File: src/hrhp_pkg.sv
// Shared types, codes and match strings for the HTTP request head parser.
package hrhp_pkg;

  localparam int NUM_METHODS = 3;
  localparam int NUM_NAMES   = 8;
  localparam int VERSION_LEN = 8;

  // Result kinds
  localparam logic [1:0] KIND_URI      = 2'd0;
  localparam logic [1:0] KIND_VALUE    = 2'd1;
  localparam logic [1:0] KIND_REQ_END  = 2'd2;
  localparam logic [1:0] KIND_HDR_END  = 2'd3;

  // Method codes
  localparam logic [1:0] METH_NONE   = 2'd0;
  localparam logic [1:0] METH_GET    = 2'd1;
  localparam logic [1:0] METH_POST   = 2'd2;
  localparam logic [1:0] METH_DELETE = 2'd3;

  localparam logic [3:0] HDR_NONE = 4'd0;

  // Error codes
  localparam logic [2:0] ERR_OK         = 3'd0;
  localparam logic [2:0] ERR_METHOD     = 3'd1;
  localparam logic [2:0] ERR_EMPTY_URI  = 3'd2;
  localparam logic [2:0] ERR_VERSION    = 3'd3;
  localparam logic [2:0] ERR_UNKNOWN    = 3'd4;
  localparam logic [2:0] ERR_TOO_LONG   = 3'd5;

  localparam logic [7:0] CHAR_CR    = 8'h0D;
  localparam logic [7:0] CHAR_LF    = 8'h0A;
  localparam logic [7:0] CHAR_SPACE = 8'h20;
  localparam logic [7:0] CHAR_COLON = 8'h3A;

  // Strings are right-justified: last character in the low byte
  localparam logic [47:0] METHOD_STR [NUM_METHODS] = '{"GET", "POST", "DELETE"};
  localparam int METHOD_LEN [NUM_METHODS] = '{3, 4, 6};

  localparam logic [63:0] VERSION_STR = "HTTP/1.1";

  localparam logic [127:0] NAME_STR [NUM_NAMES] = '{
    "Accept", "Accept-Charset", "Connection", "Content-Length",
    "Content-Type", "Content-Encoding", "Host", "From"
  };
  localparam int NAME_LEN [NUM_NAMES] = '{6, 14, 10, 14, 12, 16, 4, 4};

  typedef struct packed {
    logic       som;
    logic       eom;
    logic [7:0] data_byte;
  } hrhp_item_t;

  typedef struct packed {
    logic [2:0] error_code;
    logic [3:0] header_code;
    logic [1:0] method_code;
    logic [7:0] out_byte;
    logic [1:0] kind;
  } hrhp_result_t;

  function automatic logic [7:0] method_char(input int idx, input logic [2:0] pos);
    logic [47:0] w;
    w = '0;
    if (int'(pos) < METHOD_LEN[idx]) begin
      w = METHOD_STR[idx] >> (8 * (METHOD_LEN[idx] - 1 - int'(pos)));
    end
    return w[7:0];
  endfunction

  function automatic logic [7:0] name_char(input int idx, input logic [3:0] pos);
    logic [127:0] w;
    w = '0;
    if (int'(pos) < NAME_LEN[idx]) begin
      w = NAME_STR[idx] >> (8 * (NAME_LEN[idx] - 1 - int'(pos)));
    end
    return w[7:0];
  endfunction

  function automatic logic [7:0] version_char(input logic [2:0] pos);
    return VERSION_STR[(7 - int'(pos)) * 8 +: 8];
  endfunction

  function automatic logic [2:0] first_err(input logic [2:0] cur, input logic [2:0] e);
    return (cur != ERR_OK) ? cur : e;
  endfunction

endpackage

File: src/hrhp_parser.sv
// Parser state registers and the per-byte update and result logic.
module hrhp_parser import hrhp_pkg::*; #(
  parameter int METHOD_MAX  = 8,
  parameter int URI_MAX     = 256,
  parameter int VERSION_MAX = 16,
  parameter int NAME_MAX    = 32,
  parameter int VALUE_MAX   = 256
) (
  input  logic         clk,
  input  logic         rst_n,
  input  logic         fire,
  input  hrhp_item_t   item,
  output logic         res_valid,
  output hrhp_result_t res
);

  localparam int MAX_A = (METHOD_MAX > VERSION_MAX) ? METHOD_MAX : VERSION_MAX;
  localparam int MAX_B = (NAME_MAX > VALUE_MAX) ? NAME_MAX : VALUE_MAX;
  localparam int TPW   = $clog2((MAX_A > MAX_B) ? MAX_A : MAX_B);
  localparam int UW    = $clog2(URI_MAX);

  typedef struct packed {
    logic                 req_done;
    logic                 halted;
    logic [1:0]           space_cnt;
    logic                 colon_seen;
    logic [TPW-1:0]       tok_pos;
    logic [2:0]           meth_cand;
    logic                 ver_match;
    logic [NUM_NAMES-1:0] name_cand;
    logic [UW-1:0]        uri_len;
    logic [2:0]           line_err;
    logic [3:0]           hdr;
  } state_t;

  localparam state_t STATE_RST = '{
    req_done:   1'b0,
    halted:     1'b0,
    space_cnt:  2'd0,
    colon_seen: 1'b0,
    tok_pos:    '0,
    meth_cand:  3'b111,
    ver_match:  1'b1,
    name_cand:  '1,
    uri_len:    '0,
    line_err:   ERR_OK,
    hdr:        HDR_NONE
  };

  state_t state_r, state_nxt;

  function automatic logic [2:0] finish_cands(input logic [2:0] c, input logic [TPW-1:0] tp);
    logic [2:0] m;
    m = '0;
    for (int i = 0; i < NUM_METHODS; i++) begin
      if (c[i] && int'(tp) == METHOD_LEN[i]) m[i] = 1'b1;
    end
    return m;
  endfunction

  always_comb begin
    state_t     s;
    logic [7:0] b;
    logic       term;
    logic [1:0] mc;
    s         = state_r;
    b         = item.data_byte;
    term      = (b == CHAR_CR) || (b == CHAR_LF);
    mc        = METH_NONE;
    res_valid = 1'b0;
    res       = '0;

    if (item.som) s = STATE_RST;

    if (!s.halted) begin
      if (!term) begin
        if (!s.req_done) begin
          unique case (s.space_cnt)
            2'd0: begin
              if (b == CHAR_SPACE) begin
                s.meth_cand = finish_cands(s.meth_cand, s.tok_pos);
                if (s.meth_cand == 3'b000) s.line_err = first_err(s.line_err, ERR_METHOD);
                s.space_cnt = 2'd1;
              end else begin
                for (int i = 0; i < NUM_METHODS; i++) begin
                  if (int'(s.tok_pos) >= METHOD_LEN[i] ||
                      b != method_char(i, s.tok_pos[2:0])) s.meth_cand[i] = 1'b0;
                end
                if (int'(s.tok_pos) >= METHOD_MAX - 1) begin
                  s.line_err = first_err(s.line_err, ERR_TOO_LONG);
                end else begin
                  s.tok_pos = s.tok_pos + 1'b1;
                end
              end
            end
            2'd1: begin
              if (b == CHAR_SPACE) begin
                if (s.uri_len == '0) s.line_err = first_err(s.line_err, ERR_EMPTY_URI);
                s.space_cnt = 2'd2;
                s.tok_pos   = '0;
              end else if (int'(s.uri_len) >= URI_MAX - 1) begin
                s.line_err = first_err(s.line_err, ERR_TOO_LONG);
              end else begin
                s.uri_len = s.uri_len + 1'b1;
                if (s.line_err == ERR_OK) begin
                  res_valid    = 1'b1;
                  res.kind     = KIND_URI;
                  res.out_byte = b;
                end
              end
            end
            2'd2: begin
              if (b == CHAR_SPACE) begin
                s.line_err  = first_err(s.line_err, ERR_VERSION);
                s.space_cnt = 2'd3;
              end else begin
                if (int'(s.tok_pos) >= VERSION_LEN || b != version_char(s.tok_pos[2:0]))
                  s.ver_match = 1'b0;
                if (int'(s.tok_pos) >= VERSION_MAX - 1) begin
                  s.line_err = first_err(s.line_err, ERR_TOO_LONG);
                end else begin
                  s.tok_pos = s.tok_pos + 1'b1;
                end
              end
            end
            default: ;
          endcase
        end else if (!s.colon_seen) begin
          if (b == CHAR_COLON) begin
            for (int i = 0; i < NUM_NAMES; i++) begin
              if (s.hdr == HDR_NONE && s.name_cand[i] && int'(s.tok_pos) == NAME_LEN[i])
                s.hdr = 4'(i + 1);
            end
            if (s.hdr == HDR_NONE) s.line_err = first_err(s.line_err, ERR_UNKNOWN);
            s.colon_seen = 1'b1;
            s.tok_pos    = '0;
          end else begin
            for (int i = 0; i < NUM_NAMES; i++) begin
              if (int'(s.tok_pos) >= NAME_LEN[i] || b != name_char(i, s.tok_pos[3:0]))
                s.name_cand[i] = 1'b0;
            end
            if (int'(s.tok_pos) >= NAME_MAX - 1) begin
              s.line_err = first_err(s.line_err, ERR_TOO_LONG);
            end else begin
              s.tok_pos = s.tok_pos + 1'b1;
            end
          end
        end else if (int'(s.tok_pos) >= VALUE_MAX - 1) begin
          s.line_err = first_err(s.line_err, ERR_TOO_LONG);
        end else begin
          s.tok_pos = s.tok_pos + 1'b1;
          if (s.line_err == ERR_OK) begin
            res_valid       = 1'b1;
            res.kind        = KIND_VALUE;
            res.out_byte    = b;
            res.header_code = s.hdr;
          end
        end
        if (item.eom) begin
          res_valid = 1'b0;
          res       = '0;
        end
      end

      // Line end: terminator, or end of message on an open line
      if ((term || item.eom) &&
          (s.space_cnt != 2'd0 || s.colon_seen || s.tok_pos != '0 ||
           s.uri_len != '0 || s.line_err != ERR_OK)) begin
        res = '0;
        if (!s.req_done) begin
          unique case (s.space_cnt)
            2'd0: begin
              s.meth_cand = finish_cands(s.meth_cand, s.tok_pos);
              if (s.meth_cand == 3'b000) s.line_err = first_err(s.line_err, ERR_METHOD);
              s.line_err = first_err(s.line_err, ERR_EMPTY_URI);
            end
            2'd1: begin
              s.line_err = first_err(s.line_err,
                                     (s.uri_len == '0) ? ERR_EMPTY_URI : ERR_VERSION);
            end
            2'd2: begin
              if (!(s.ver_match && int'(s.tok_pos) == VERSION_LEN))
                s.line_err = first_err(s.line_err, ERR_VERSION);
            end
            default: ;
          endcase
          if (s.meth_cand[0])      mc = METH_GET;
          else if (s.meth_cand[1]) mc = METH_POST;
          else if (s.meth_cand[2]) mc = METH_DELETE;
          res_valid       = 1'b1;
          res.kind        = KIND_REQ_END;
          res.method_code = mc;
          res.error_code  = s.line_err;
          s.req_done      = 1'b1;
        end else begin
          if (!s.colon_seen) s.line_err = first_err(s.line_err, ERR_UNKNOWN);
          res_valid       = 1'b1;
          res.kind        = KIND_HDR_END;
          res.header_code = s.hdr;
          res.error_code  = s.line_err;
        end
        if (s.line_err != ERR_OK) s.halted = 1'b1;
        s.space_cnt  = STATE_RST.space_cnt;
        s.colon_seen = STATE_RST.colon_seen;
        s.tok_pos    = STATE_RST.tok_pos;
        s.uri_len    = STATE_RST.uri_len;
        s.meth_cand  = STATE_RST.meth_cand;
        s.ver_match  = STATE_RST.ver_match;
        s.name_cand  = STATE_RST.name_cand;
        s.line_err   = STATE_RST.line_err;
        s.hdr        = STATE_RST.hdr;
      end

      if (item.eom) s.halted = 1'b1;
    end

    state_nxt = s;
  end

  always_ff @(posedge clk) begin
    if (!rst_n) begin
      state_r <= STATE_RST;
    end else if (fire) begin
      state_r <= state_nxt;
    end
  end

endmodule

File: src/http_request_head_parser.sv
// Top level: input register, parser, result register and stream handshakes.
// A result passes from its input transfer through the input register, then the result register.
// Throughput: 1 byte per cycle while the result register is not stalled; the parser state updates once per byte.
// A stalled result register holds its transfer and backs up the input register.
// Reset: synchronous, active low; empties both register stages and clears parser state.
module http_request_head_parser import hrhp_pkg::*; #(
  parameter int METHOD_MAX  = 8,
  parameter int URI_MAX     = 256,
  parameter int VERSION_MAX = 16,
  parameter int NAME_MAX    = 32,
  parameter int VALUE_MAX   = 256
) (
  input  logic        clk,
  input  logic        rst_n,
  input  logic        in_tvalid,
  output logic        in_tready,
  input  logic [7:0]  in_tdata,   // [7:0] data_byte
  input  logic        in_tuser,   // [0] start_of_message
  input  logic        in_tlast,   // end_of_message
  output logic        out_tvalid,
  input  logic        out_tready,
  output logic [23:0] out_tdata,  // [7:0] out_byte, [9:8] method_code,
                                  // [13:10] header_code, [16:14] error_code, rest zero
  output logic [1:0]  out_tuser   // [1:0] kind
);

  logic         in_valid_r, in_valid_nxt;
  hrhp_item_t   in_item_r;
  logic         adv;
  logic         res_valid;
  hrhp_result_t res;
  logic         out_valid_r, out_valid_nxt;
  hrhp_result_t out_res_r;

  assign adv       = in_valid_r && (!out_valid_r || out_tready);
  assign in_tready = !in_valid_r || adv;

  always_comb begin
    in_valid_nxt = in_valid_r;
    if (adv) in_valid_nxt = 1'b0;
    if (in_tvalid && in_tready) in_valid_nxt = 1'b1;
    out_valid_nxt = adv ? res_valid : (out_valid_r && !out_tready);
  end

  always_ff @(posedge clk) begin
    if (!rst_n) begin
      in_valid_r  <= 1'b0;
      out_valid_r <= 1'b0;
    end else begin
      in_valid_r  <= in_valid_nxt;
      out_valid_r <= out_valid_nxt;
    end
  end

  always_ff @(posedge clk) begin
    if (in_tvalid && in_tready) begin
      in_item_r <= '{som: in_tuser, eom: in_tlast, data_byte: in_tdata};
    end
    if (adv && res_valid) begin
      out_res_r <= res;
    end
  end

  hrhp_parser #(
    .METHOD_MAX  (METHOD_MAX),
    .URI_MAX     (URI_MAX),
    .VERSION_MAX (VERSION_MAX),
    .NAME_MAX    (NAME_MAX),
    .VALUE_MAX   (VALUE_MAX)
  ) u_parser (
    .clk       (clk),
    .rst_n     (rst_n),
    .fire      (adv),
    .item      (in_item_r),
    .res_valid (res_valid),
    .res       (res)
  );

  assign out_tvalid = out_valid_r;
  assign out_tuser  = out_res_r.kind;
  assign out_tdata  = {7'd0, out_res_r.error_code, out_res_r.header_code,
                       out_res_r.method_code, out_res_r.out_byte};

  // Content transfers carry no method or error
  assert property (@(posedge clk) disable iff (!rst_n)
    out_valid_r && (out_res_r.kind == KIND_URI || out_res_r.kind == KIND_VALUE)
    |-> out_res_r.error_code == ERR_OK && out_res_r.method_code == METH_NONE)
    else $error("content transfer with method or error set");

  // Line ends carry no byte
  assert property (@(posedge clk) disable iff (!rst_n)
    out_valid_r && (out_res_r.kind == KIND_REQ_END || out_res_r.kind == KIND_HDR_END)
    |-> out_res_r.out_byte == 8'd0)
    else $error("line end transfer with a byte");

  // Header code only on header kinds
  assert property (@(posedge clk) disable iff (!rst_n)
    out_valid_r && (out_res_r.kind == KIND_URI || out_res_r.kind == KIND_REQ_END)
    |-> out_res_r.header_code == HDR_NONE)
    else $error("header code on request line transfer");

  // An accepted byte is held in the input register
  assert property (@(posedge clk) disable iff (!rst_n)
    in_tvalid && in_tready |=> in_valid_r)
    else $error("input transfer lost");

  // A waiting result is not overwritten
  assert property (@(posedge clk) disable iff (!rst_n)
    out_valid_r && !out_tready |-> !adv)
    else $error("parser advanced over a stalled result");

endmodule

File: config.mk
export PLATFORM = sky130hd
export DESIGN_NAME = http_request_head_parser
export DESIGN_NICKNAME = d
export VERILOG_FILES = /design/src/hrhp_pkg.sv /design/src/hrhp_parser.sv /design/src/http_request_head_parser.sv
export SDC_FILE = /design/constraint.sdc
export NUM_CORES = 1
export LEC_CHECK = 0
export BUFFER_PORTS_ARGS = -buffer_cell sky130_fd_sc_hd__buf_2
export CORE_AREA = 3 3 114 116
export CTS_BUF_LIST = sky130_fd_sc_hd__clkbuf_16
export DETAILED_ROUTE_END_ITERATION = 8
export DIE_AREA = 0 0 117 119
export PLACE_DENSITY = 0.78
export SETUP_SLACK_MARGIN = 0.1
export SLEW_MARGIN = 10
export SYNTH_ARGS = -nofsm -noshare
export SYNTH_HDL_FRONTEND = slang
export SYNTH_HIERARCHICAL = 1
export SYNTH_SLANG_ARGS = --single-unit
File: constraint.sdc
create_clock -name clk -period 11.48 [get_ports clk]
set_clock_uncertainty 0.15 [all_clocks]
set_input_delay 1.722 -clock clk [delete_from_list [all_inputs] [get_ports clk]]
set_output_delay 1.722 -clock clk [all_outputs]
set_load 0.01 [all_outputs]
==> flow_metrics.env <==
export IMPL_outcome="finished clean"
export IMPL_synth_edf_count=29
export IMPL_end_kind="flip-flop"
export IMPL_grt_antenna_before_repair=0
export IMPL_ctsResizeCount=0
export IMPL_clock_path_buffers=2
export IMPL_cts_sinks=71
export IMPL_clk_pin_slew_worst_paths_ps=70
export IMPL_core_sq_mm=0.01201
export IMPL_ys_warn_count=6
export IMPL_cp_max_fo=61
export IMPL_r2r_start="in_item_r[9]"
export IMPL_maxCapViolations=0
export IMPL_path_cells="buf_4 -> buf_4 -> nand2b_1 -> clkinv_1 -> ha_1 -> nand2_1 -> o21ai_0 -> o31ai_1 -> a22oi_1 -> a21oi_1 -> o2111ai_1 -> or2_2 -> o22ai_4 -> nand2b_1 -> nand2_1 -> nand2_1 -> nor2_1 -> buf_4"
export IMPL_drc=0
export IMPL_cts_buffers=9
export IMPL_clk_latency_ps=340
export IMPL_rr_worst_depth=18
export IMPL_setup_viol=0
export IMPL_diodes=0
export IMPL_die_w_um=117
export IMPL_rows=40
export IMPL_viasPerCell=7.346
export IMPL_dp_hpwl_um=17040
export IMPL_grt_max_degree=62
export IMPL_slew_headroom_pct=26.71
export IMPL_io_pins=42
export IMPL_whs_endpoint="u_parser/state_r[19]"
export IMPL_fmax_mhz=138.3
export IMPL_required_ps=11410
export IMPL_die_area_sq_mm=0.01392
export IMPL_sw_frac_of_total_pct=33.02
export IMPL_seqPwrFrac_pct=38.5
export IMPL_r2r_slack_ps=4250
export IMPL_min_path_cells=1
export IMPL_p_clk_share_pct=38.9
export IMPL_p_int_mw=0.5043
export IMPL_worstPathArrival_ps=7160
export IMPL_start_kind="flip-flop"
export IMPL_vdd_drop_max_mv=0.1089
export IMPL_holdCritPathClass="reg -> reg"
export IMPL_slew_viol_final=0
export IMPL_cts_tree="yes"
export IMPL_num_nets_final=994
export IMPL_overflow=0
export IMPL_max_stage_delay_ps=790
export IMPL_synthCells=982
export IMPL_tns_ps=0
export IMPL_leakage_nw=2.659
export IMPL_ant_nets=0
export IMPL_syn_avg_cell_area_sq_um=7.343
export IMPL_comb_power_share_pct=22.6
export IMPL_routabilityCongestion=0.9853
export IMPL_tightest_slew_ps=1099
export IMPL_first_pass_iters=6
export IMPL_grt_pass1_vias=7080
export IMPL_path_class="reg -> reg"
export IMPL_ctsHoldBuffers=0
export IMPL_async_flop_share_pct=0
export IMPL_rr_endpoint="out_tdata[2]"
export IMPL_min_period_over_period_pct=62.98
export IMPL_rsz0062_at_grt="no"
export IMPL_start_util_pct=60.03
export IMPL_area_delta_synth_final_pct=6.056
export IMPL_totalWireLength_um=24650
export IMPL_drive_above_1_share_pct=9.731
export IMPL_p_sw_mw=0.2486
export IMPL_drt_initial_drc_count=1381
export IMPL_period_minus_slack_ps=7230
export IMPL_hp_start="u_parser/state_r[19]"
export IMPL_routedWlPerCell_um=22.15
export IMPL_cts_root_buf="clkbuf_16"
export IMPL_yosys_cell_types_count=89
export IMPL_dieHeight_um=119
export IMPL_port_buffers=34
export IMPL_grt_use_total_pct=34.94
export IMPL_powerDensity_mw_per_mm2=98.45
export IMPL_hold_violations=0
export IMPL_syn_area_sq_mm=0.007211
export IMPL_ys_ff_latch=71
export IMPL_grt_first_pass_wirelength_um=38630
export IMPL_hold_ws_ps=321.7
export IMPL_ys_seq_area_share_pct=23.74
export IMPL_h_tree_depth=3
export IMPL_cts_setup_buffers=0
export IMPL_route_vias_total=8176
export IMPL_critPathSlowestCell="clkinv_1"
export IMPL_ys_flop_type="dfxtp_1"
[cell usage after synthesis (all sizes together) (6+ instances only)]
master / count / area (sq um)
a211oi: 24 / 190.2
a21o: 6 / 45.04
a21oi: 69 / 345.3
a22oi: 18 / 135.1
a31oi: 19 / 118.9
a32oi: 8 / 70.07
and2: 12 / 75.07
and3: 7 / 43.79
buf: 30 / 172.7
clkbuf: 58 / 217.7
dfxtp: 42 / 840.8
edfxtp: 29 / 870.8
ha: 19 / 237.7
inv: 31 / 116.4
nand2: 78 / 292.8
nand2b: 14 / 95.09
nand3: 27 / 140.1
nand4: 14 / 87.58
nor2: 111 / 419.2
nor2b: 19 / 126.4
nor3: 31 / 170.2
nor4: 23 / 143.9
o2111ai: 9 / 78.83
o211ai: 18 / 140.1
o21a: 10 / 75.07
o21ai: 59 / 306.5
o22a: 9 / 78.83
o22ai: 20 / 138.9
o31ai: 7 / 52.55
xnor2: 29 / 254.0
xor2: 19 / 166.4
[registers in the layout, summed over array words and instances (netlist names)]
name and flops:
u_parser/state_r 40, out_tdata 17, in_item_r 10, out_tuser 2
in_valid_r 1, out_tvalid 1
[cells in the final DEF (no fill, tap or decap), types with 8 or more instances in the layout]
cell type | Yosys | layout
o2111ai_1 | 9 | 9
a31oi_1 | 19 | 19
nor4_1 | 23 | 22
clkbuf_16 | 0 | 9
o211ai_1 | 17 | 17
edfxtp_1 | 29 | 29
nand4_1 | 14 | 14
nor2b_1 | 18 | 16
nand2b_1 | 13 | 13
nand3_1 | 26 | 26
buf_2 | 9 | 34
a211oi_1 | 22 | 22
inv_1 | 30 | 30
dfxtp_1 | 42 | 42
a32oi_1 | 8 | 8
xor2_1 | 19 | 19
xnor2_1 | 29 | 29
buf_4 | 11 | 16
and2_1 | 12 | 12
nand2_1 | 78 | 78
o21a_1 | 10 | 10
o22a_1 | 9 | 9
a21oi_1 | 69 | 69
ha_1 | 19 | 19
o21ai_0 | 57 | 57
a22oi_1 | 18 | 18
nor3_1 | 28 | 28
o22ai_1 | 19 | 19
nor2_1 | 110 | 110
[power groups by stage]
stage               combinational [mW]  sequential, mW  clock (mW)
floorplan                        0.130           0.284           0
global placement                 0.162           0.294           0
detailed placement               0.163           0.294           0
CTS                              0.163           0.289       0.295
global route                     0.183           0.291       0.304
finish                           0.171           0.290       0.293
[per-layer routing]
layer	GRT usage, %	part of all wire, %	vias up
li1	-	-	3636
met1	51.01	40	3791
met2	47.90	41	655
met3	11.18	15	94
met4	12.26	3.9	0
met5	0	0	-
[worst max path at each step]
stage                 startpoint            to  slack [ps]
CTS                 in_item_r[9]  out_tdata[6]        4560
global placement    in_item_r[9]  out_tdata[0]        4760
finish              in_item_r[9]  out_tdata[2]        4250
detailed placement  in_item_r[9]  out_tdata[4]        4610
global route        in_item_r[9]  out_tdata[5]        3850
floorplan           in_item_r[9]  out_tdata[0]        5660
[cells by family (layout without fill, tap and decap cells)]
group	after synthesis	after routing	synth area share (%)
adder cells (fa/ha/maj)	19	19	3.297
AND/OR/NAND/NOR	370	370	25.89
buffers and inverters	124	102	7.288
XOR/XNOR	48	48	5.830
multiplexers	6	6	1.041
AO/OA/AOI/OAI	343	343	32.86
flip-flops	71	71	23.74
other	1	7	0.05201
[critical path: cells and delay by family (launching register included)]
kind	cells	cell delay (ps)
flip-flops	1	320
AND/OR/NAND/NOR	7	1790
buffers and inverters	4	1900
adder cells (fa/ha/maj)	1	590
AO/OA/AOI/OAI	6	2160
[area by class of cell]
type | instances | area (sq um)
multi-input cells | 793 | 5016
fillers | 1081 | 4364
flip-flops and latches | 71 | 1712
repair buffers | 50 | 290.3
clock buffers | 9 | 225.2
well taps | 147 | 183.9
inverters | 36 | 135.1
clock inverters | 7 | 85.08
[metrics by stage]
stage,util (%),worst slack (ps),std cells,power [mW],area (sq um)
global route,63.67,3848,1113,0.7779,7647
finish,63.67,4250,1113,0.7529,7647
detailed placement,61.08,4610,1097,0.4568,7337
CTS,63.67,4563,1113,0.7474,7647
floorplan,-,5665,988,0.4138,7233
global placement,61.08,4765,1097,0.4563,7337
(Power assumes the default switching activity.)
